<file path="src/rtl/odo_pkg.sv">
// shared constants, types and the arctangent table of the odometry block
package odo_pkg;

   localparam int DEFAULT_CORDIC_STEPS   = 24;
   localparam int DEFAULT_POSE_FRAC_BITS = 16;

   localparam int NUM_W   = 80;
   localparam int DEN_W   = 48;
   localparam int MUL_A_W = 64;
   localparam int MUL_B_W = 32;
   localparam int PROD_W  = MUL_A_W + MUL_B_W;
   localparam int CORD_W  = 34;
   localparam int ANG_W   = 32;
   localparam int TRACK_W = 20;
   localparam int ATAN_IDX_W = 5;

   localparam logic signed [ANG_W-1:0] PI_Q      = 32'sd843314857;
   localparam logic signed [ANG_W-1:0] TWO_PI_Q  = 32'sd1686629713;
   localparam logic signed [ANG_W-1:0] HALF_PI_Q = 32'sd421657428;
   localparam logic signed [CORD_W-1:0] GAIN_Q30 = 34'sd652032874;

   localparam logic [TRACK_W-1:0] TRACK_RESET = 20'd10420;
   localparam logic [MUL_B_W-1:0] USEC_PER_SEC = 32'd1000000;
   localparam logic [DEN_W-1:0]   DS_DIVISOR   = 48'd200;
   localparam logic [DEN_W-1:0]   DTH_SCALE    = 48'd100;
   localparam int DTH_SHIFT  = 44;
   localparam int ANGLE_FRAC = 28;

   typedef struct packed {
      logic busy;
      logic done;
   } unit_status_type;

   function automatic logic [ANG_W-1:0] atan_entry(input logic [ATAN_IDX_W-1:0] idx);
      logic [ANG_W-1:0] v;
      case (idx)
         5'd0:  v = 32'd210828714;
         5'd1:  v = 32'd124459457;
         5'd2:  v = 32'd65760959;
         5'd3:  v = 32'd33381290;
         5'd4:  v = 32'd16755422;
         5'd5:  v = 32'd8385879;
         5'd6:  v = 32'd4193963;
         5'd7:  v = 32'd2097109;
         5'd8:  v = 32'd1048571;
         5'd9:  v = 32'd524287;
         5'd10: v = 32'd262144;
         5'd11: v = 32'd131072;
         5'd12: v = 32'd65536;
         5'd13: v = 32'd32768;
         5'd14: v = 32'd16384;
         5'd15: v = 32'd8192;
         5'd16: v = 32'd4096;
         5'd17: v = 32'd2048;
         5'd18: v = 32'd1024;
         5'd19: v = 32'd512;
         5'd20: v = 32'd256;
         5'd21: v = 32'd128;
         5'd22: v = 32'd64;
         5'd23: v = 32'd32;
         5'd24: v = 32'd16;
         5'd25: v = 32'd8;
         5'd26: v = 32'd4;
         5'd27: v = 32'd2;
         5'd28: v = 32'd1;
         5'd29: v = 32'd1;
         default: v = 32'd0;
      endcase
      return v;
   endfunction

endpackage

</file>
<file path="src/rtl/odo_divider.sv">
// restoring divider, one quotient bit per cycle
module odo_divider (
   input  logic                        clock,
   input  logic                        reset,
   input  logic                        start,
   input  logic [odo_pkg::NUM_W-1:0]   num,
   input  logic [odo_pkg::DEN_W-1:0]   den,
   output odo_pkg::unit_status_type    status,
   output logic [odo_pkg::NUM_W-1:0]   quo,
   output logic [odo_pkg::DEN_W-1:0]   rem
);
   import odo_pkg::*;

   localparam int CNT_W = $clog2(NUM_W);

   logic             busy_ff, busy_in, done_ff, done_in;
   logic [CNT_W-1:0] cnt_ff, cnt_in;
   logic [NUM_W-1:0] quo_ff, quo_in;
   logic [DEN_W-1:0] rem_ff, rem_in, den_ff, den_in;
   logic [DEN_W:0]   trial;
   logic             fits;

   always_comb begin
      trial   = {rem_ff, quo_ff[NUM_W-1]};
      fits    = trial >= {1'b0, den_ff};
      busy_in = busy_ff;
      done_in = 1'b0;
      cnt_in  = cnt_ff;
      quo_in  = quo_ff;
      rem_in  = rem_ff;
      den_in  = den_ff;
      if (start) begin
         quo_in  = num;
         rem_in  = '0;
         den_in  = den;
         cnt_in  = '0;
         busy_in = 1'b1;
      end else if (busy_ff) begin
         rem_in = fits ? DEN_W'(trial - {1'b0, den_ff}) : trial[DEN_W-1:0];
         quo_in = {quo_ff[NUM_W-2:0], fits};
         cnt_in = cnt_ff + 1'b1;
         if (cnt_ff == CNT_W'(NUM_W - 1)) begin
            busy_in = 1'b0;
            done_in = 1'b1;
         end
      end
   end

   always_ff @(posedge clock) begin
      if (reset) begin
         busy_ff <= 1'b0;
         done_ff <= 1'b0;
         cnt_ff  <= '0;
      end else begin
         busy_ff <= busy_in;
         done_ff <= done_in;
         cnt_ff  <= cnt_in;
      end
   end

   always_ff @(posedge clock) begin
      quo_ff <= quo_in;
      rem_ff <= rem_in;
      den_ff <= den_in;
   end

   assign status.busy = busy_ff;
   assign status.done = done_ff;
   assign quo = quo_ff;
   assign rem = rem_ff;

endmodule

</file>
<file path="config.mk">
export PLATFORM = sky130hd
export DESIGN_NAME = odo_divider
export DESIGN_NICKNAME = d
export VERILOG_FILES = /design/src/rtl/odo_pkg.sv /design/src/rtl/odo_divider.sv
export SDC_FILE = /design/constraint.sdc
export NUM_CORES = 1
export LEC_CHECK = 0
export BUFFER_PORTS_ARGS = -buffer_cell sky130_fd_sc_hd__buf_2
export CAP_MARGIN = 5
export CELL_PAD_IN_SITES_DETAIL_PLACEMENT = 2
export CELL_PAD_IN_SITES_GLOBAL_PLACEMENT = 2
export CORE_ASPECT_RATIO = 0.5
export CORE_MARGIN = 1.5
export CORE_UTILIZATION = 36
export CTS_CLUSTER_DIAMETER = 100
export DETAILED_ROUTE_END_ITERATION = 8
export GPL_ROUTABILITY_DRIVEN = 0
export GPL_TIMING_DRIVEN = 0
export PLACE_DENSITY = 0.82
export SKIP_CTS_REPAIR_TIMING = 1
export SKIP_LAST_GASP = 1
export SLEW_MARGIN = 0
export SYNTH_ARGS = -nofsm -noshare
export SYNTH_HDL_FRONTEND = slang
export SYNTH_SLANG_ARGS = --single-unit
</file>
<file path="constraint.sdc">
create_clock -name clock -period 6.4 [get_ports clock]
set_clock_uncertainty 0.05 [all_clocks]
set_input_delay 1.28 -clock clock [delete_from_list [all_inputs] [get_ports clock]]
set_output_delay 1.28 -clock clock [all_outputs]
set_load 0.005 [all_outputs]
</file>
### After elaboration in Yosys (flattened, before gate mapping)

Index checks and enable logic that the tools add are counted.

| operators by class | value |
|---|---|
| add/sub/neg operators | 2 |
| magnitude comparators | 1 |
| equal/unequal tests | 1 |
| multiplexer cells | 7 |
| bitwise operators | 1 |
| reductions and logical operators | 3 |

Operators with widths:

| cell | number |
|---|---|
| $mux 80 | 2 |
| $ge 49x48->1 | 1 |
| $mux 48 | 1 |
| $sub 48x48->48 | 1 |
| $add 7x1->7 const B | 1 |
| $eq 7x7->1 const B | 1 |
| $mux 1 | 4 |
| $reduce_or 3->1 | 1 |
| $reduce_bool 2->1 | 1 |
| $reduce_or 2->1 | 1 |
| $not 1->1 | 1 |

| storage, ports and cells | value |
|---|---|
| register bits | 185 |
| input bits | 131 |
| output and inout bits | 130 |

### Longest topological paths before layout

Gate-level depths: netlist of run 1.

| logic depth | value |
|---|---|
| depth in word-level cells | 4 |
| mapped depth | 14 |

### Least setup slack after synthesis of run 1

Ideal clock, no wire load.

| timing path | value |
|---|---|
| path type | input-to-reg |
| start point | in start |
| end point | reg quo_ff[0] (netlist: quo[0]) (enable) |
| library setup time | 434 ps |
| data arrival time | 3135 ps |
| path slack | 2782 ps |
| cell stages on the path | 3 |
| buffers on the path | 1 |
| path through | nor2_1 -> clkbuf_1 -> inv_1 |

| on the way | value |
|---|---|
| word-level cells in the longest chain between the ends | 1 |

RTL lines:

| element | RTL line | RTL |
|---|---|---|
| start, declared | odo_divider.sv:5 | `input logic start,` |
| $reduce_bool 2->1 (no line) | - |  |
| end signal, assigned | odo_divider.sv:62 | `quo_ff <= quo_in;` |
| end, declared | odo_divider.sv:18 | `logic [NUM_W-1:0] quo_ff, quo_in;` |

No other way between the ends.
A chain may end at the register's enable or synchronous reset.

### Worst setup path in the final report of run 1

| timing path | value |
|---|---|
| start point | in start |
| end point | reg rem_ff[5] (netlist: rem[5]) |

RTL lines:

| element | RTL line | RTL |
|---|---|---|
| end signal, assigned | odo_divider.sv:63 | `rem_ff <= rem_in;` |
| end, declared | odo_divider.sv:19 | `logic [DEN_W-1:0] rem_ff, rem_in, den_ff, den_in;` |

No word-level cell between the ends.

==> results of run 1 <==
-- placed cells by master (no fill, tap or decap), drive strengths merged, types with 42 or more instances in the layout --
master and instances:
a21oi 83, buf 290, clkbuf 42, dfxtp 57, edfxtp 128, ha 49, inv 75, mux2 81
nand2 115, nor2 76, o21ai 47
-- cell type report --
cell class	instances	area, um^2	share of cell area
multi-input combinational	711	5050	0.388
timing repair buffer	262	1350	0.104
sequential	185	4980	0.383
clock inverter	15	205	0.0158
buffer	53	256	0.0197
tap	391	489	0.0376
clock buffer	17	425	0.0327
inverter	68	258	0.0198
-- worst paths after layout --
| path | from | endpoint | slack [ps] | cells past startpoint |
|---|---|---|---|---|
| setup / recovery | start | rem[5] | 2390 | 6 |
| hold / removal | cnt_ff[6] | cnt_ff[6] | 460 | 2 |
| setup reg to reg | quo[79] | rem[42] | 2830 | 12 |
| hold reg to reg | cnt_ff[6] | cnt_ff[6] | 460 | 2 |
-- cell usage after synthesis, types with 5 or more instances --
master / number
edfxtp_1: 128
nand2_1: 115
mux2_2: 81
a21oi_1: 80
nor2_1: 76
inv_1: 68
dfxtp_1: 57
ha_1: 49
o21ai_0: 38
clkbuf_1: 25
xnor2_1: 23
buf_2: 19
nand4_1: 17
mux2i_1: 16
a311oi_1: 15
o21bai_1: 15
xor2_1: 15
a21o_1: 13
a311oi_2: 13
nand3_1: 13
nor3_1: 11
a31oi_1: 10
o21ai_1: 9
or3_1: 8
o21a_1: 7
o31ai_1: 7
nor3b_1: 6
a21boi_0: 5
buf_4: 5
-- metrics by stage --
step           total power (W)  worst slack [ps]   util  std cells
2_1_floorplan          0.00197              2780      -       1017
3_3_place_gp           0.00227               455  0.427       1668
3_5_place_dp           0.00231              1650  0.428       1669
4_1_cts                0.00345              2060  0.450       1701
5_1_grt                0.00358              2190  0.451       1702
6_report               0.00342              2390  0.451       1702
-- state kept, by name, indices dropped and copies added, names as in the netlist --
name / flops
busy_ff: 1
cnt_ff: 7
den_ff: 48
done_ff: 1
quo: 80
rem: 48
-- metal layers --
metal	global-route usage	vias up
met3	0.0537	41
met5	0	-
met2	0.457	206
li1	-	4281
met4	0.0698	2
met1	0.308	4641
-- tightest hold or removal path: stages, from the launching register on --
cell	delay [ps]
dfxtp_1	320
o21ai_0	80
a21oi_1	60
-- power by group --
part / internal [W] / switching (W) / total (W) / leakage (nW)
registers: 0.00140 / 0.0000692 / 0.00147 / 1.74
clock network: 0.000541 / 0.000588 / 0.00113 / 0.305
logic: 0.000329 / 0.000495 / 0.000824 / 3.48
total: 0.00227 / 0.00115 / 0.00342 / 5.53
-- cells by family after synthesis --
group,count (synthesis)
simple gates,277
mux,97
compound gates,249
flops,185
fa+ha+maj,50
buf+inv,121
xor+xnor,38
==> flow_metrics.tcl, run 1 <==
set metrics [dict create \
    power.leakage_nw 5.53 \
    grt_pass1_wl_um 58200 \
    io_buffers 260 \
    maxSlewHeadroom 0.320 \
    crit_path_max_fanout 27 \
    synth_top_family_by_area "compound AO/OA/AOI/OAI gates" \
    drt-vias-per-instance 5.39 \
    dr_wl_met2_um 19200 \
    endpoint_kind "flop" \
    synth_compound_area_frac 0.164 \
    period_minus_slack_ps 4010 \
    synth.area.top_cells "edfxtp_1 36%, dfxtp_1 11%, mux2_2 8.6%" \
    firstDrtPassIters 4 \
    synth_top_area_frac 0.364 \
    antenna_found_initial 1 \
    ir_worst_vdd_mv 0.206 \
    grt_pass1_vias 10100 \
    status "complete, no violations" \
    routed.top_layer "met5" \
    die_w_um 245 \
    fillerInstances 3134 \
    synth_adder_area_share 0.0600 \
    placed_cell_area_um2 12400 \
    synth-seq-area-share 0.472 \
    cts_buffers 17 \
    synth_edf_count 128 \
    clk_latency_ps 470 \
    dp_hpwl_um 29200 \
    crit_arrival_ps 4270 \
    path_cells "buf_2 > buf_12 > clkbuf_1 > clkbuf_1 > clkbuf_1 > a311oi_1" \
    hold_viol 0 \
    routed_wl_um 38200 \
    fmax_mhz 250 \
    ant_nets 0 \
    cts_num_sinks 185 \
    drt-wirelength-per-cell_um 22.5 \
    power_density_nw_per_um2 263 \
    worstPathRequired_ps 6660 \
    async_flop_share 0 \
    synth_area_um2 10600 \
    synth_simple_gate_area_frac 0.122 \
    synth.mux.area_fraction 0.102 \
    cp_top_family "buffers and inverters" \
    drive_gt1_frac 0.328 \
    fin_area_um2 13000 \
    hold_class "flop to flop" \
    path_clk_slew_ps 90 \
    crit_path_max_incr_delay_ps 820 \
    drc_errors 0 \
    slew_violations 0 \
    ios 261 \
    met3_length_um 1860 \
    ys_ff_latch 185 \
    row_count 44 \
    fin_nets 1479 \
    ys_types 71 \
    h-tree-depth 4 \
    maxCapViolations 0 \
    synth_top_area_cell "edfxtp_1" \
    start_util 0.365 \
    critPathSlowestCell "clkbuf_1" \
    core_region_area_um2 28900 \
    die_h_um 124 \
    die_area_um2 30400 \
    synth_xor_area_frac 0.0315 \
    grt_use_total 0.253 \
    grt_max_degree 53 \
    cts_tree "yes" \
    syn2layout_area_growth_pct 23.4 \
    worst-path-buf-inv 5 \
    fin_setup_tns_ps 0 \
    critical_path_class "input pin to flop" \
    clk_root_buffer_cell "clkbuf_16" \
    setup_viol 0 \
    whs_ps 455 \
    tightest_slew_ps 1020 \
    min_period_over_period 0.626 \
    yosys_warnings 0 \
    synthCells 1017 \
    vias 9171 \
    synth_ff_type "edfxtp_1" \
    rsz0062_at_grt "false" \
    syn_area_per_cell_um2 10.4 \
    cp-start-kind "input pin" \
    synthesis.nets 1198 \
    crit_top_cell "clkbuf_1" \
    antenna_cells 0 \
    grt_overflow 0 \
    wl_met1_um 16600 \
    drt_iter0_drc 365 \
    clockBufferDepth 2 \
]
Power figures use the tool's default switching activity.
==> run 2: changes to the inputs <==
Settings changed: CORE_UTILIZATION 36 to 34, PLACE_DENSITY 0.82 to 0.77.
Clock period 6.4 ns to 4 ns, I/O delays scaled along.
==> run 2 against run 1 <==
  * Total power is 60% higher
  * Clock-buffer cell count stayed put
  * Setup slack worse by 2000 ps
  * Sequential cell count stayed put
  * Critical path depth is 5 higher
  * Core utilization is 2.2 points lower
  * Worst hold slack better by 2.0 ps
  * Final area hardly changed
  * Sequential power is 60% higher
  * Die area is 5.8% higher
  * Clock power is 58% higher
==> flow_metrics.tcl, run 2 (synthesis results as in run 1) <==
set metrics [dict create \
    routed_wl_um 38100 \
    row_count 45 \
    grt_max_degree 53 \
    cts_tree "yes" \
    critical_path_class "flop to flop" \
    reg2reg_to "rem[35]" \
    grt_overflow 0 \
    dpl_worst_slack_ps -128 \
    r2r_start "den_ff[4]" \
    grt_pass1_vias 10200 \
    final_core_util 0.428 \
    placed_cells 1677 \
    holdCritStartpoint "den[9]" \
    vias 9165 \
    rr_worst_depth 11 \
    switching_share 0.336 \
    regArea_um2 4980 \
    drt-wirelength-per-cell_um 22.3 \
    fin_nets 1479 \
    crit_path_max_fanout 10 \
    power_switching_w 0.00184 \
    seq_power_share 0.430 \
    status "complete, no violations" \
    ir_worst_vdd_mv 0.296 \
    endpoint_kind "flop" \
    die_h_um 128 \
    intPower_w 0.00363 \
    hold_class "input pin to flop" \
    h-tree-depth 4 \
    antenna_found_initial 2 \
    period_minus_slack_ps 3600 \
    drt_iter0_drc 507 \
    maxSlewHeadroom 0.293 \
    cts_buffers 17 \
    layout_commonest_cell "buf_2" \
    largest_reg_flops 80 \
    placed_cell_area_um2 12400 \
    final_cell_mix "279 x buf_2, 128 x edfxtp_1, 115 x nand2_1" \
    p_clk_frac 0.328 \
    combPwrFrac 0.242 \
    fmax_mhz 278 \
    power.leakage_nw 5.52 \
    firstDrtPassIters 6 \
    clk_root_buffer_cell "clkbuf_16" \
    fin_area_um2 13000 \
    dp_hpwl_um 29200 \
    drt-vias-per-instance 5.35 \
    hold_viol 0 \
    io_buffers 260 \
    start_util 0.347 \
    hold_end "den_ff[9]" \
    worstPathRequired_ps 4310 \
    hold-path-cell-count 1 \
    ios 261 \
    multi_input_area_um2 5050 \
    grt_pass1_wl_um 59000 \
    setup_ws_ps 400 \
    power_density_nw_per_um2 420 \
    min_period_over_period 0.900 \
    whs_ps 457 \
    setup_viol 0 \
    syn2layout_area_growth_pct 23.4 \
    path_clk_slew_ps 80 \
    grt_use_total 0.240 \
    fillerInstances 3306 \
    die_w_um 252 \
    tightest_slew_ps 1060 \
    layout.cells.non_filler 1712 \
    slew_violations 0 \
    drc_errors 0 \
    drive_gt1_frac 0.327 \
    r2r_slack_ps 400 \
    core_region_area_um2 30400 \
    rsz0062_at_grt "false" \
    clk_latency_ps 460 \
    clockBufferDepth 2 \
    cts_num_sinks 185 \
    maxCapViolations 0 \
    crit_arrival_ps 3910 \
    die_area_um2 32200 \
    ant_nets 0 \
    cp-start-kind "flop" \
]
-- run 2: cell types whose count changed in the layout (fill, tap and decap cells not counted), sizes merged --
cell,delta
inv,+2
diode,+2
clkinv,-2
-- run 2: how the worst max path moves through the flow --
stage | from | endpoint | slack (ps) | depth (start not counted)
after global placement | start | quo[42] | -1570 | 4
final | den_ff[4] | rem[35] | 400 | 11
after floorplan | start | quo[0] | 860 | 3
after detailed placement | start | rem[14] | -130 | 5
after global routing | quo[79] | rem[42] | 280 | 12
after CTS | start | rem[16] | 360 | 5
-- run 2: metal layers --
| metal | up-vias | wire, um | track usage |
|---|---|---|---|
| met4 | 0 | 675 | 0.0641 |
| met2 | 189 | 18800 | 0.425 |
| li1 | 4284 | - | - |
| met1 | 4652 | 16800 | 0.294 |
| met5 | - | 0 | 0 |
| met3 | 40 | 1910 | 0.0581 |
-- run 2: area by class of cell --
class | instances | share of cell area
multi-input cells | 711 | 0.388
flip-flops and latches | 185 | 0.383
repair buffers | 262 | 0.104
well taps | 399 | 0.0383
clock buffers | 17 | 0.0327
inverters | 68 | 0.0198
plain buffers | 53 | 0.0197
clock inverters | 15 | 0.0147
diodes | 2 | 0.000384
-- run 2: power by group through the flow --
| stage | clock, W | sequential, W | combinational [W] |
|---|---|---|---|
| after detailed placement | 0 | 0.00239 | 0.00131 |
| after global placement | 0 | 0.00239 | 0.00125 |
| after floorplan | 0 | 0.00238 | 0.000780 |
| after global routing | 0.00191 | 0.00237 | 0.00145 |
| final | 0.00179 | 0.00235 | 0.00132 |
| after CTS | 0.00184 | 0.00235 | 0.00132 |
-- run 2: worst max-delay path, cell delays in order (launching register included) --
cell and delay (ps):
edfxtp_1 370, inv_1 60, ha_1 380, and3_1 230, nand4_1 190, or4_4 470, nor4_4 310, a2111oi_4 150
nand2_1 370, buf_2 420, nand3_1 180, a311oi_1 310
-- run 2: stage by stage --
step	setup TNS [ps]	power, W
finish	0	0.00546
global route	0	0.00573
CTS	0	0.00552
detailed placement	-6630	0.00370
global placement	-125720	0.00364
floorplan	0	0.00316
