File: src/rtl/odo_pkg.sv
// shared constants, types and the arctangent table of the odometry block
package odo_pkg;

   localparam int DEFAULT_CORDIC_STEPS   = 24;
   localparam int DEFAULT_POSE_FRAC_BITS = 16;

   localparam int NUM_W   = 80;
   localparam int DEN_W   = 48;
   localparam int MUL_A_W = 64;
   localparam int MUL_B_W = 32;
   localparam int PROD_W  = MUL_A_W + MUL_B_W;
   localparam int CORD_W  = 34;
   localparam int ANG_W   = 32;
   localparam int TRACK_W = 20;
   localparam int ATAN_IDX_W = 5;

   localparam logic signed [ANG_W-1:0] PI_Q      = 32'sd843314857;
   localparam logic signed [ANG_W-1:0] TWO_PI_Q  = 32'sd1686629713;
   localparam logic signed [ANG_W-1:0] HALF_PI_Q = 32'sd421657428;
   localparam logic signed [CORD_W-1:0] GAIN_Q30 = 34'sd652032874;

   localparam logic [TRACK_W-1:0] TRACK_RESET = 20'd10420;
   localparam logic [MUL_B_W-1:0] USEC_PER_SEC = 32'd1000000;
   localparam logic [DEN_W-1:0]   DS_DIVISOR   = 48'd200;
   localparam logic [DEN_W-1:0]   DTH_SCALE    = 48'd100;
   localparam int DTH_SHIFT  = 44;
   localparam int ANGLE_FRAC = 28;

   typedef struct packed {
      logic busy;
      logic done;
   } unit_status_type;

   function automatic logic [ANG_W-1:0] atan_entry(input logic [ATAN_IDX_W-1:0] idx);
      logic [ANG_W-1:0] v;
      case (idx)
         5'd0:  v = 32'd210828714;
         5'd1:  v = 32'd124459457;
         5'd2:  v = 32'd65760959;
         5'd3:  v = 32'd33381290;
         5'd4:  v = 32'd16755422;
         5'd5:  v = 32'd8385879;
         5'd6:  v = 32'd4193963;
         5'd7:  v = 32'd2097109;
         5'd8:  v = 32'd1048571;
         5'd9:  v = 32'd524287;
         5'd10: v = 32'd262144;
         5'd11: v = 32'd131072;
         5'd12: v = 32'd65536;
         5'd13: v = 32'd32768;
         5'd14: v = 32'd16384;
         5'd15: v = 32'd8192;
         5'd16: v = 32'd4096;
         5'd17: v = 32'd2048;
         5'd18: v = 32'd1024;
         5'd19: v = 32'd512;
         5'd20: v = 32'd256;
         5'd21: v = 32'd128;
         5'd22: v = 32'd64;
         5'd23: v = 32'd32;
         5'd24: v = 32'd16;
         5'd25: v = 32'd8;
         5'd26: v = 32'd4;
         5'd27: v = 32'd2;
         5'd28: v = 32'd1;
         5'd29: v = 32'd1;
         default: v = 32'd0;
      endcase
      return v;
   endfunction

endpackage

File: src/rtl/odo_multiplier.sv
// shift and add multiplier, one multiplier bit per cycle
module odo_multiplier (
   input  logic                         clock,
   input  logic                         reset,
   input  logic                         start,
   input  logic [odo_pkg::MUL_A_W-1:0]  a,
   input  logic [odo_pkg::MUL_B_W-1:0]  b,
   output odo_pkg::unit_status_type     status,
   output logic [odo_pkg::PROD_W-1:0]   prod
);
   import odo_pkg::*;

   localparam int CNT_W = $clog2(MUL_B_W);

   logic               busy_ff, busy_in, done_ff, done_in;
   logic [CNT_W-1:0]   cnt_ff, cnt_in;
   logic [PROD_W-1:0]  a_ff, a_in, acc_ff, acc_in;
   logic [MUL_B_W-1:0] b_ff, b_in;

   always_comb begin
      busy_in = busy_ff;
      done_in = 1'b0;
      cnt_in  = cnt_ff;
      a_in    = a_ff;
      b_in    = b_ff;
      acc_in  = acc_ff;
      if (start) begin
         a_in    = PROD_W'(a);
         b_in    = b;
         acc_in  = '0;
         cnt_in  = '0;
         busy_in = 1'b1;
      end else if (busy_ff) begin
         if (b_ff[0]) begin
            acc_in = acc_ff + a_ff;
         end
         a_in   = {a_ff[PROD_W-2:0], 1'b0};
         b_in   = {1'b0, b_ff[MUL_B_W-1:1]};
         cnt_in = cnt_ff + 1'b1;
         if (cnt_ff == CNT_W'(MUL_B_W - 1)) begin
            busy_in = 1'b0;
            done_in = 1'b1;
         end
      end
   end

   always_ff @(posedge clock) begin
      if (reset) begin
         busy_ff <= 1'b0;
         done_ff <= 1'b0;
         cnt_ff  <= '0;
      end else begin
         busy_ff <= busy_in;
         done_ff <= done_in;
         cnt_ff  <= cnt_in;
      end
   end

   always_ff @(posedge clock) begin
      a_ff   <= a_in;
      b_ff   <= b_in;
      acc_ff <= acc_in;
   end

   assign status.busy = busy_ff;
   assign status.done = done_ff;
   assign prod = acc_ff;

endmodule

File: config.mk
export PLATFORM = sky130hd
export DESIGN_NAME = odo_multiplier
export DESIGN_NICKNAME = d
export VERILOG_FILES = /design/src/rtl/odo_pkg.sv /design/src/rtl/odo_multiplier.sv
export SDC_FILE = /design/constraint.sdc
export NUM_CORES = 1
export LEC_CHECK = 0
export BUFFER_PORTS_ARGS = -buffer_cell sky130_fd_sc_hd__buf_4
export CORE_ASPECT_RATIO = 0.9
export CORE_MARGIN = 2
export CORE_UTILIZATION = 60
export CTS_CLUSTER_DIAMETER = 40
export DETAILED_ROUTE_END_ITERATION = 10
export PLACE_DENSITY_LB_ADDON = 0.05
export REMOVE_ABC_BUFFERS = 1
export SYNTH_ARGS = -nofsm -noshare
export SYNTH_HDL_FRONTEND = slang
export SYNTH_SLANG_ARGS = --single-unit
File: constraint.sdc
create_clock -name clock -period 6.8 [get_ports clock]
set_input_delay 1.02 -clock clock [delete_from_list [all_inputs] [get_ports clock]]
set_output_delay 1.02 -clock clock [all_outputs]
set_load 0.05 [all_outputs]
### After elaboration in Yosys (flattened, before gate mapping)

Cells that the tools add are included.

| word-level totals | value |
|---|---|
| flip-flop bits (word level) | 231 |
| input bits | 99 |
| output and inout bits | 98 |

| cells by class | value |
|---|---|
| reduce and logical (&&, ||, !) cells | 4 |
| muxes and demuxes | 8 |
| $add $sub $neg | 2 |
| eq/ne operators | 1 |
| bitwise operators | 1 |

Operators by type and width:

| operator | count |
|---|---|
| 64-bit 2-to-1 mux | 2 |
| 96-bit adder | 1 |
| 32-bit 2-to-1 mux | 2 |
| 5-bit by 1-bit adder with 5-bit output (second input constant) | 1 |
| 5-bit equality test (second input constant) | 1 |
| 1-bit 2-to-1 mux | 4 |
| 3-bit OR reduction | 1 |
| 2-bit AND reduction | 1 |
| 2-bit nonzero test | 1 |
| 2-bit OR reduction | 1 |
| 1-bit inverter | 1 |

### Logic depth before layout (Yosys ltp)

Gate-level depths: netlist of run 1.

| depth | value |
|---|---|
| depth after elaboration | 4 |
| mapped depth | 12 |
| depth with buffers taken out | 12 |

### Worst setup path after synthesis of run 1

OpenSTA, ideal clock, no wires.

| timing | value |
|---|---|
| path type | input-to-reg |
| start | input start |
| end | register a_ff[0], enable pin |
| required time | 6.386 ns |
| stages | 4 |
| arrival | 3.090 ns |
| library setup time | 0.414 ns |
| slack | 3.297 ns |
| path through | clkbuf_1 -> clkbuf_1 -> clkbuf_1 -> or2_2 |

| between the ends | value |
|---|---|
| word-level cells in the longest chain between the ends | 1 |

RTL lines:

| what | line | source |
|---|---|---|
| start: declaration | odo_multiplier.sv:5 | `input logic start,` |
| 2-bit nonzero test (no source line) | - |  |
| end signal: assignment | odo_multiplier.sv:60 | `a_ff <= a_in;` |
| end: declaration | odo_multiplier.sv:17 | `logic [PROD_W-1:0] a_ff, a_in, acc_ff, acc_in;` |

No other way between the ends.
A chain may end at the register's enable or synchronous reset.

### Worst setup path after layout of run 1

| timing | value |
|---|---|
| start | register a_ff[6] |
| end | register acc_ff[93] (netlist: prod[93]) |

| between the ends | value |
|---|---|
| word-level cells in the longest chain between the ends | 1 |

RTL lines:

| what | line | source |
|---|---|---|
| 96-bit adder | odo_multiplier.sv:35 | `acc_in = acc_ff + a_ff;` |
| end signal: assignment | odo_multiplier.sv:62 | `acc_ff <= acc_in;` |
| end: declaration | odo_multiplier.sv:17 |  |

No other way between the ends.

==> results of run 1 <==
[flip-flops by register name, indices dropped and copies added, names as in the netlist]
signal and flops:
a_ff 96, b_ff 32, busy_ff 1, prod 96, cnt_ff 5, done_ff 1
[kinds of logic after synthesis]
family	after synthesis
XOR/XNOR	73
buffers and inverters	129
adder cells (fa/ha/maj)	98
multiplexers	131
flip-flops	231
AO/OA/AOI/OAI	495
AND/OR/NAND/NOR	517
[routing by layer]
layer  GRT usage  share of wire  up-vias
met4      0.0879          0.018        0
met3      0.0572          0.076       73
met2       0.475           0.43      490
met1       0.458           0.47     6291
li1            -              -     6445
met5           0              0        -
[worst min-delay path by stage]
stage,end,slack [ns],depth (start not counted)
CTS,prod[5],0.47,2
global placement,prod[6],0.46,2
global route,prod[85],0.49,2
floorplan,cnt_ff[4],0.47,2
finish,prod[30],0.47,2
detailed placement,prod[30],0.47,2
[metrics by stage]
stage	std cells	cell area (um^2)	hold WS, ns
2_1_floorplan	1578	14400	0.467
3_3_place_gp	2090	16400	0.459
3_5_place_dp	2090	16400	0.466
4_1_cts	2157	17700	0.472
5_1_grt	2157	17700	0.488
6_report	2157	17700	0.470
[cells in the mapped netlist (6+ instances only)]
cell,instances
nand2_1,223
a31oi_1,10
xor2_1,31
ha_1,97
o211ai_1,12
xnor2_1,42
o31ai_1,11
edfxtp_1,96
o21ai_0,112
nor4_1,7
dfxtp_1,135
o21a_1,13
nand3b_1,6
nor2b_1,9
inv_1,33
and3_1,15
a21o_1,46
or2_2,7
nor3_1,20
mux2i_1,37
nand4_1,54
clkbuf_1,90
or3_1,12
a211oi_1,8
o21bai_1,27
a21oi_1,200
nand2b_1,9
nor2_1,120
nand3_1,21
mux2_2,94
o221ai_1,6
[power by group through the flow]
stage	sequential (mW)	combinational (mW)	clock [mW]
5_1_grt	1.64	1.02	2.02
6_report	1.62	0.935	1.94
2_1_floorplan	1.74	0.538	0
3_3_place_gp	1.65	0.904	0
3_5_place_dp	1.65	0.915	0
4_1_cts	1.62	0.924	1.96
[layout make-up]
cell class	instances	share of cell area
clock buffer	45	0.0607
timing repair buffer	204	0.0870
tap	308	0.0218
sequential	231	0.316
multi-input combinational	1314	0.495
inverter	33	0.00702
clock inverter	22	0.0125
[critical path, stage by stage (launching register included)]
cell and delay [ns]:
edfxtp_1 0.39, ha_1 0.36, a2111oi_0 0.37, o21ai_0 0.26, nand3_1 0.28, a21oi_1 0.12
nor3_2 0.37, o21ai_1 0.25, a31oi_1 0.63, o21ai_0 0.25, mux2i_1 0.17, o311ai_0 0.13
==> impl_metrics.toml, run 1 <==
[run_status]
outcome = "complete, no violations"

[clock_network]
cts.sinks = 231
cts-root-buf = "clkbuf_16"
postCtsSetupBuffers = 0
clk_path_buf_depth = 3
cts.hold.buffers_added = 0
cts_buffers = 37
clk_pin_slew_ns = 0.05
htreeDepth = 2
cts-resized-gates = 0
cts_tree = "yes"
clk_latency_ns = 0.52

[synthesis]
synth_compound_area_frac = 0.206
ys_ff_latch = 231
ys.flop_type = "dfxtp_1"
yosys.area.top_type = "edfxtp_1"
synthTopCellsByArea = "edfxtp_1 (19%), dfxtp_1 (18%), ha_1 (8.2%)"
synth_xor_area_frac = 0.0432
ys_warn_count = 0
synth_top_family_by_area = "compound AO/OA/AOI/OAI gates"
yosys.area_share.simple = 0.160
synthDominantCellAreaShare = 0.195
netlist_area_mm2 = 0.0148
ys_async_sr_fraction = 0
syn_inst = 1674
syn_area_per_cell_um2 = 8.84
synth-adder-area-share = 0.0834
synth_cell_type_count = 67
muxShareOfSynthArea = 0.0966
ys_seq_area_frac = 0.377
synth_edf_count = 96

[finish]
syn2layout_area_growth_pct = 19.3
post-route-util = 0.728
regArea_mm2 = 0.00559
insertedDiodeCount = 0
nFillCells = 1847
layout.nets = 2018
drive_gt1_frac = 0.209
mostFrequentLayoutCell = "nand2_1"
multiInputGateArea_mm2 = 0.00873
layout_common_cells = "nand2_1 (222), buf_4 (203), a21oi_1 (200), dfxtp_1 (134), nor2_1 (119)"

[power]
leakage_nw = 7.35
p_sw_mw = 1.38
internal-power_mw = 3.13
peakVddDrop_mv = 0.236
power_switching_share = 0.305
power.share.clock = 0.431
comb_power_share = 0.208
p_total_mw = 4.50
pwr-share-seq = 0.361
cellPowerDensity_mw_per_mm2 = 255

[route]
dr_total_vias = 13300
initialDrtViolationCount = 1301
drc = 0
wirelength_um = 41100
avgRoutedWirePerCell_um = 19.0
viasPerCell = 6.17
firstDrtPassIters = 6
ant_nets = 0

[global_route]
grt-ovfl-total = 0
grt_usage = 0.313
grt_pass1_vias = 12800
antenna_found_initial = 0
grt_pass1_wl_um = 66000
grt_max_degree = 79

[placed_design]
port_buffers = 196
place_ws_ns = 3.15
routabilityCongestion = 0.928
dpl.hpwl_um = 29800

[setup_path]
cp-start-kind = "flip-flop"
crit_arrival_ns = 4.12
rr_endpoint = "prod[93]"
endpoint_kind = "flip-flop"
crit_fanout = 6
crit_type = "reg2reg"
crit_start = "a_ff[6]"
cp.required_ns = 7.16
cp-endpoint = "prod[93]"
ff2ff_path_depth = 11
timing.rr.start = "a_ff[6]"
ff2ff_setup_slack_ns = 3.04

[floorplan]
start_util = 0.610
die_h_um = 153
rows = 54
die_w_um = 170
coreArea_mm2 = 0.0243
ioPinCount = 197
die_area_mm2 = 0.0259

[hold_path]
hold_path_class = "reg2reg"
min-delay-start = "prod[30]"

[timing]
finalSetupViolCount = 0
slew_headroom = 0.307
fin_skew_ns = 0.0249
setup_tns_ns = 0
worst_slew_pin_slew_ns = 1.04
period_minus_slack_ns = 3.76
rsz0062_at_grt = "no"
worst_slack_ns = 3.04
finalCritPeriodShare = 0.553
hold_viol = 0
fmax_mhz = 266
drv_slew = 0

[job]
cap_violations = 0
Power figures use the tool's default switching activity.
==> run 2, diff against run 1 <==
CORE_UTILIZATION = 59   (was 60)
clock period = 3.8 ns   (was 6.8 ns; I/O delays follow)
==> run 2 against run 1 <==
- largest power group unchanged
- first-iteration DRC count is 17% lower
- clock power is 78% higher
- highest routed layer unchanged
- setup slack worse by 2.8 ns
- core utilization hardly changed
- count of clock-buffer cells in the layout is 1 lower
- sequential power is 79% higher
- total power is 79% higher
- fmax is 6.1% higher
- cell area is 0.89% higher
- flip-flop and latch count stayed put
==> impl_metrics.toml, run 2 (same netlist as run 1, synthesis figures left out) <==
[run_status]
outcome = "complete, no violations"

[global_route]
grt_pass1_wl_um = 68100
grt_max_degree = 65
use_met3 = 0.0683
grt_usage = 0.318
grt_use_met2 = 0.484
grt_pass1_vias = 13200
grt-ovfl-total = 0
antenna_found_initial = 0
met1_usage = 0.455
top_usage_layer = "met2"

[power]
pwr-share-seq = 0.360
p_sw_mw = 2.52
comb_power_share = 0.211
internal-power_mw = 5.55
power.share.clock = 0.429
peakVddDrop_mv = 0.456
leakage_nw = 7.42
cellPowerDensity_mw_per_mm2 = 453
p_total_mw = 8.07
power_switching_share = 0.312

[route]
initialDrtViolationCount = 1086
avgRoutedWirePerCell_um = 19.1
firstDrtPassIters = 5
dr_total_vias = 13600
ant_nets = 0
drc = 0
viasPerCell = 6.16
wirelength_um = 42000

[clock_network]
cts.hold.buffers_added = 0
cts-root-buf = "clkbuf_16"
clk_latency_ns = 0.53
cts_buffers = 38
cts_tree = "yes"
clk_path_buf_depth = 3
clk_pin_slew_ns = 0.06
cts.sinks = 231
htreeDepth = 2

[floorplan]
die_h_um = 154
start_util = 0.605
die_w_um = 171
rows = 54
coreArea_mm2 = 0.0245
ioPinCount = 197
die_area_mm2 = 0.0264

[job]
cap_violations = 0

[setup_path]
crit_type = "reg2reg"
crit_fanout = 7
timing.rr.start = "a_ff[25]"
endpoint_kind = "flip-flop"
crit_start = "a_ff[25]"
crit_arrival_ns = 3.93
cp-start-kind = "flip-flop"
cp.required_ns = 4.18

[finish]
nFillCells = 1900
final_area_mm2 = 0.0178
regArea_mm2 = 0.00559
drive_gt1_frac = 0.214
syn2layout_area_growth_pct = 20.4
mostFrequentLayoutCell = "nand2_1"
insertedDiodeCount = 0
layout.cells.non_filler = 2201
multiInputGateArea_mm2 = 0.00873
layout.nets = 2032
layout_common_cells = "nand2_1 (222), buf_4 (213), a21oi_1 (200), dfxtp_1 (134), nor2_1 (119)"

[placed_design]
routabilityCongestion = 0.959
dpl-instance-area_mm2 = 0.0165
numPlacedInstances = 2131
dpl.hpwl_um = 30400
port_buffers = 196

[timing]
slew_headroom = 0.270
period_minus_slack_ns = 3.55
finalCritPeriodShare = 0.933
fmax_mhz = 282
fin_skew_ns = 0.0206
rsz0062_at_grt = "no"
finalSetupViolCount = 0
setup_tns_ns = 0
worst_slew_pin_slew_ns = 1.09
hold_viol = 0
whs_ns = 0.207
drv_slew = 0

[hold_path]
hold_path_class = "in2reg"
min-delay-start = "reset"
run 2: power groups by stage:
stage / clock network [mW] / logic, mW / registers (mW)
finish: 3.46 / 1.70 / 2.90
floorplan: 0 / 0.963 / 3.12
global placement: 0 / 1.65 / 2.94
global route: 3.60 / 1.85 / 2.92
detailed placement: 0 / 1.66 / 2.95
CTS: 3.49 / 1.68 / 2.90
run 2: worst max-delay path, stage by stage, from the launching register on:
cell      delay (ns)
edfxtp_1        0.41
ha_1            0.45
nand2_1         0.17
nor4_1          0.46
nand2b_1        0.11
a31oi_1         0.27
nor3_2          0.13
o21ai_1         0.41
a31oi_1         0.19
buf_4           0.20
o21ai_0         0.25
mux2i_1         0.22
o311ai_0        0.14
run 2: repair_timing:
item / CTS / global route
resized for setup: 0 / 2
setup buffers: 0 / 0
endpoints found under the setup margin: 0 / 1
run 2: worst paths after layout:
| kind | cells past startpoint | to | slack, ns |
|---|---|---|---|
| worst max-delay path | 12 | prod[93] | 0.25 |
| worst max register to register | 12 | prod[93] | 0.25 |
| worst min register to register | 2 | prod[85] | 0.47 |
| worst min-delay path | 2 | busy_ff | 0.21 |
run 2: cell type report:
type	instances	share of cell area
clock buffer	44	0.0576
clock inverter	26	0.0144
inverter	33	0.00695
multi-input combinational	1314	0.490
sequential	231	0.314
tap	336	0.0236
timing repair buffer	217	0.0938
run 2: routing by layer:
metal,share of wire,wire (um)
met4,0.026,1080
met1,0.46,19200
met2,0.43,18100
met5,0,0
met3,0.089,3740
run 2: metrics by stage:
| step | util | setup slack, ns |
|---|---|---|
| after floorplan | - | -0.860 |
| after global placement | 0.676 | 0.463 |
| after detailed placement | 0.676 | 0.364 |
| after CTS | 0.728 | 0.352 |
| after global routing | 0.728 | 0.0599 |
| final | 0.728 | 0.255 |
==> run 3, diff against run 2 <==
--- a/constraint.sdc
+++ b/constraint.sdc
@@ -3,2 +3,2 @@
 set_output_delay 0.57 -clock clock [all_outputs]
-set_load 0.05 [all_outputs]
+set_load 0.01 [all_outputs]
==> run 3 against run 2 <==
- flip-flop and latch count unchanged
- critical endpoint is now prod[62]
- clock skew about the same
- total power down 1.4%
- cell area up 0.12%
==> impl_metrics.toml, run 3 (same netlist as run 1, synthesis figures left out) <==
[run_status]
outcome = "complete, no violations"

[timing]
hold_viol = 0
worst_slack_ns = 0.248
fmax_mhz = 282
setup_tns_ns = 0
finalCritPeriodShare = 0.935
worst_slew_pin_slew_ns = 1.04
drv_slew = 0
slew_headroom = 0.308
finalSetupViolCount = 0
rsz0062_at_grt = "no"
period_minus_slack_ns = 3.55
fin_skew_ns = 0.0210

[job]
cap_violations = 0

[global_route]
grt_max_degree = 65
grt_pass1_vias = 13100
grt_usage = 0.317
met1_usage = 0.446
top_usage_layer = "met2"
grt-ovfl-total = 0
antenna_found_initial = 0
grt_pass1_wl_um = 67600
grt_use_met2 = 0.487
use_met3 = 0.0791

[clock_network]
cts.hold.buffers_added = 0
clk_path_buf_depth = 3
cts_buffers = 37
clk_pin_slew_ns = 0.05
htreeDepth = 2
clk_latency_ns = 0.52
cts-resized-gates = 0
cts-root-buf = "clkbuf_16"
cts.sinks = 231
cts_tree = "yes"
postCtsSetupBuffers = 0

[setup_path]
endpoint_kind = "flip-flop"
ff2ff_path_depth = 12
crit_fanout = 4
crit_type = "reg2reg"
cp.required_ns = 4.20
crit_arrival_ns = 3.95
cp-start-kind = "flip-flop"

[finish]
mostFrequentLayoutCell = "nand2_1"
insertedDiodeCount = 0
drive_gt1_frac = 0.213
layout_common_cells = "nand2_1 (222), buf_4 (213), a21oi_1 (200), dfxtp_1 (134), nor2_1 (119)"
layout.nets = 2031
syn2layout_area_growth_pct = 20.5

[floorplan]
rows = 54
start_util = 0.605
coreArea_mm2 = 0.0245
ioPinCount = 197
die_w_um = 171
die_area_mm2 = 0.0264
die_h_um = 154

[route]
ant_nets = 0
wirelength_um = 42100
viasPerCell = 6.12
avgRoutedWirePerCell_um = 19.1
firstDrtPassIters = 6
initialDrtViolationCount = 1316
drc = 0
dr_total_vias = 13500

[hold_path]
holdPathStages = 2
hold_path_class = "in2reg"

[placed_design]
port_buffers = 196
routabilityCongestion = 0.967
dpl.hpwl_um = 30300
place_ws_ns = 0.363

[power]
cellPowerDensity_mw_per_mm2 = 446
leakage_nw = 7.43
peakVddDrop_mv = 0.462
## run 3: cell types whose count changed in the layout (fill, tap and decap cells not counted), sizes merged
cell | before | now
clkbuf | 44 | 46
clkinv | 13 | 9
inv | 41 | 39
bufinv | 2 | 4
## run 3: through the flow
stage / hold slack (ns) / total power [mW] / std cells / area (um^2) / util
5_1_grt: 0.230 / 8.26 / 2199 / 17800 / 0.729
4_1_cts: 0.202 / 7.98 / 2199 / 17800 / 0.729
3_3_place_gp: 0.457 / 4.42 / 2131 / 16500 / 0.676
3_5_place_dp: 0.465 / 4.44 / 2131 / 16500 / 0.676
6_report: 0.218 / 7.96 / 2199 / 17800 / 0.729
2_1_floorplan: 0.467 / 3.91 / 1578 / 14400 / -
## run 3: per-layer routing
layer | share of wire | vias up | wire length, um
met3 | 0.089 | 88 | 3750
met2 | 0.43 | 563 | 18100
met4 | 0.024 | 0 | 1010
met5 | 0 | - | 0
met1 | 0.46 | 6343 | 19200
li1 | - | 6474 | -
## run 3: power by group
part | internal (mW) | switching [mW] | total (mW)
logic | 0.635 | 0.895 | 1.53
registers | 2.79 | 0.112 | 2.90
clock network | 2.25 | 1.28 | 3.53
## run 3: final timing paths
check,from,to,slack [ns]
max,a_ff[0],prod[62],0.25
min reg2reg,prod[6],prod[6],0.47
min,reset,busy_ff,0.22
max reg2reg,a_ff[0],prod[62],0.25
## run 3: final cells by class
| type | count | area [um^2] |
|---|---|---|
| clock buffers | 46 | 1040 |
| clock inverters | 22 | 262 |
| fillers | 1922 | 6630 |
| inverters | 33 | 124 |
| multi-input cells | 1314 | 8730 |
| flip-flops and latches | 231 | 5590 |
| well taps | 336 | 420 |
| repair buffers | 217 | 1670 |
## run 3: critical path, cell delays in order, from the launching register on
cell and delay, ns:
edfxtp_1 0.38, ha_1 0.24, fa_1 0.42, a21oi_1 0.19, nand3b_1 0.21, a211oi_2 0.12, o211a_1 0.31, nor2_1 0.18
o211ai_1 0.22, a31oi_1 0.56, o21ai_0 0.30, xnor2_1 0.21, o21ai_0 0.08
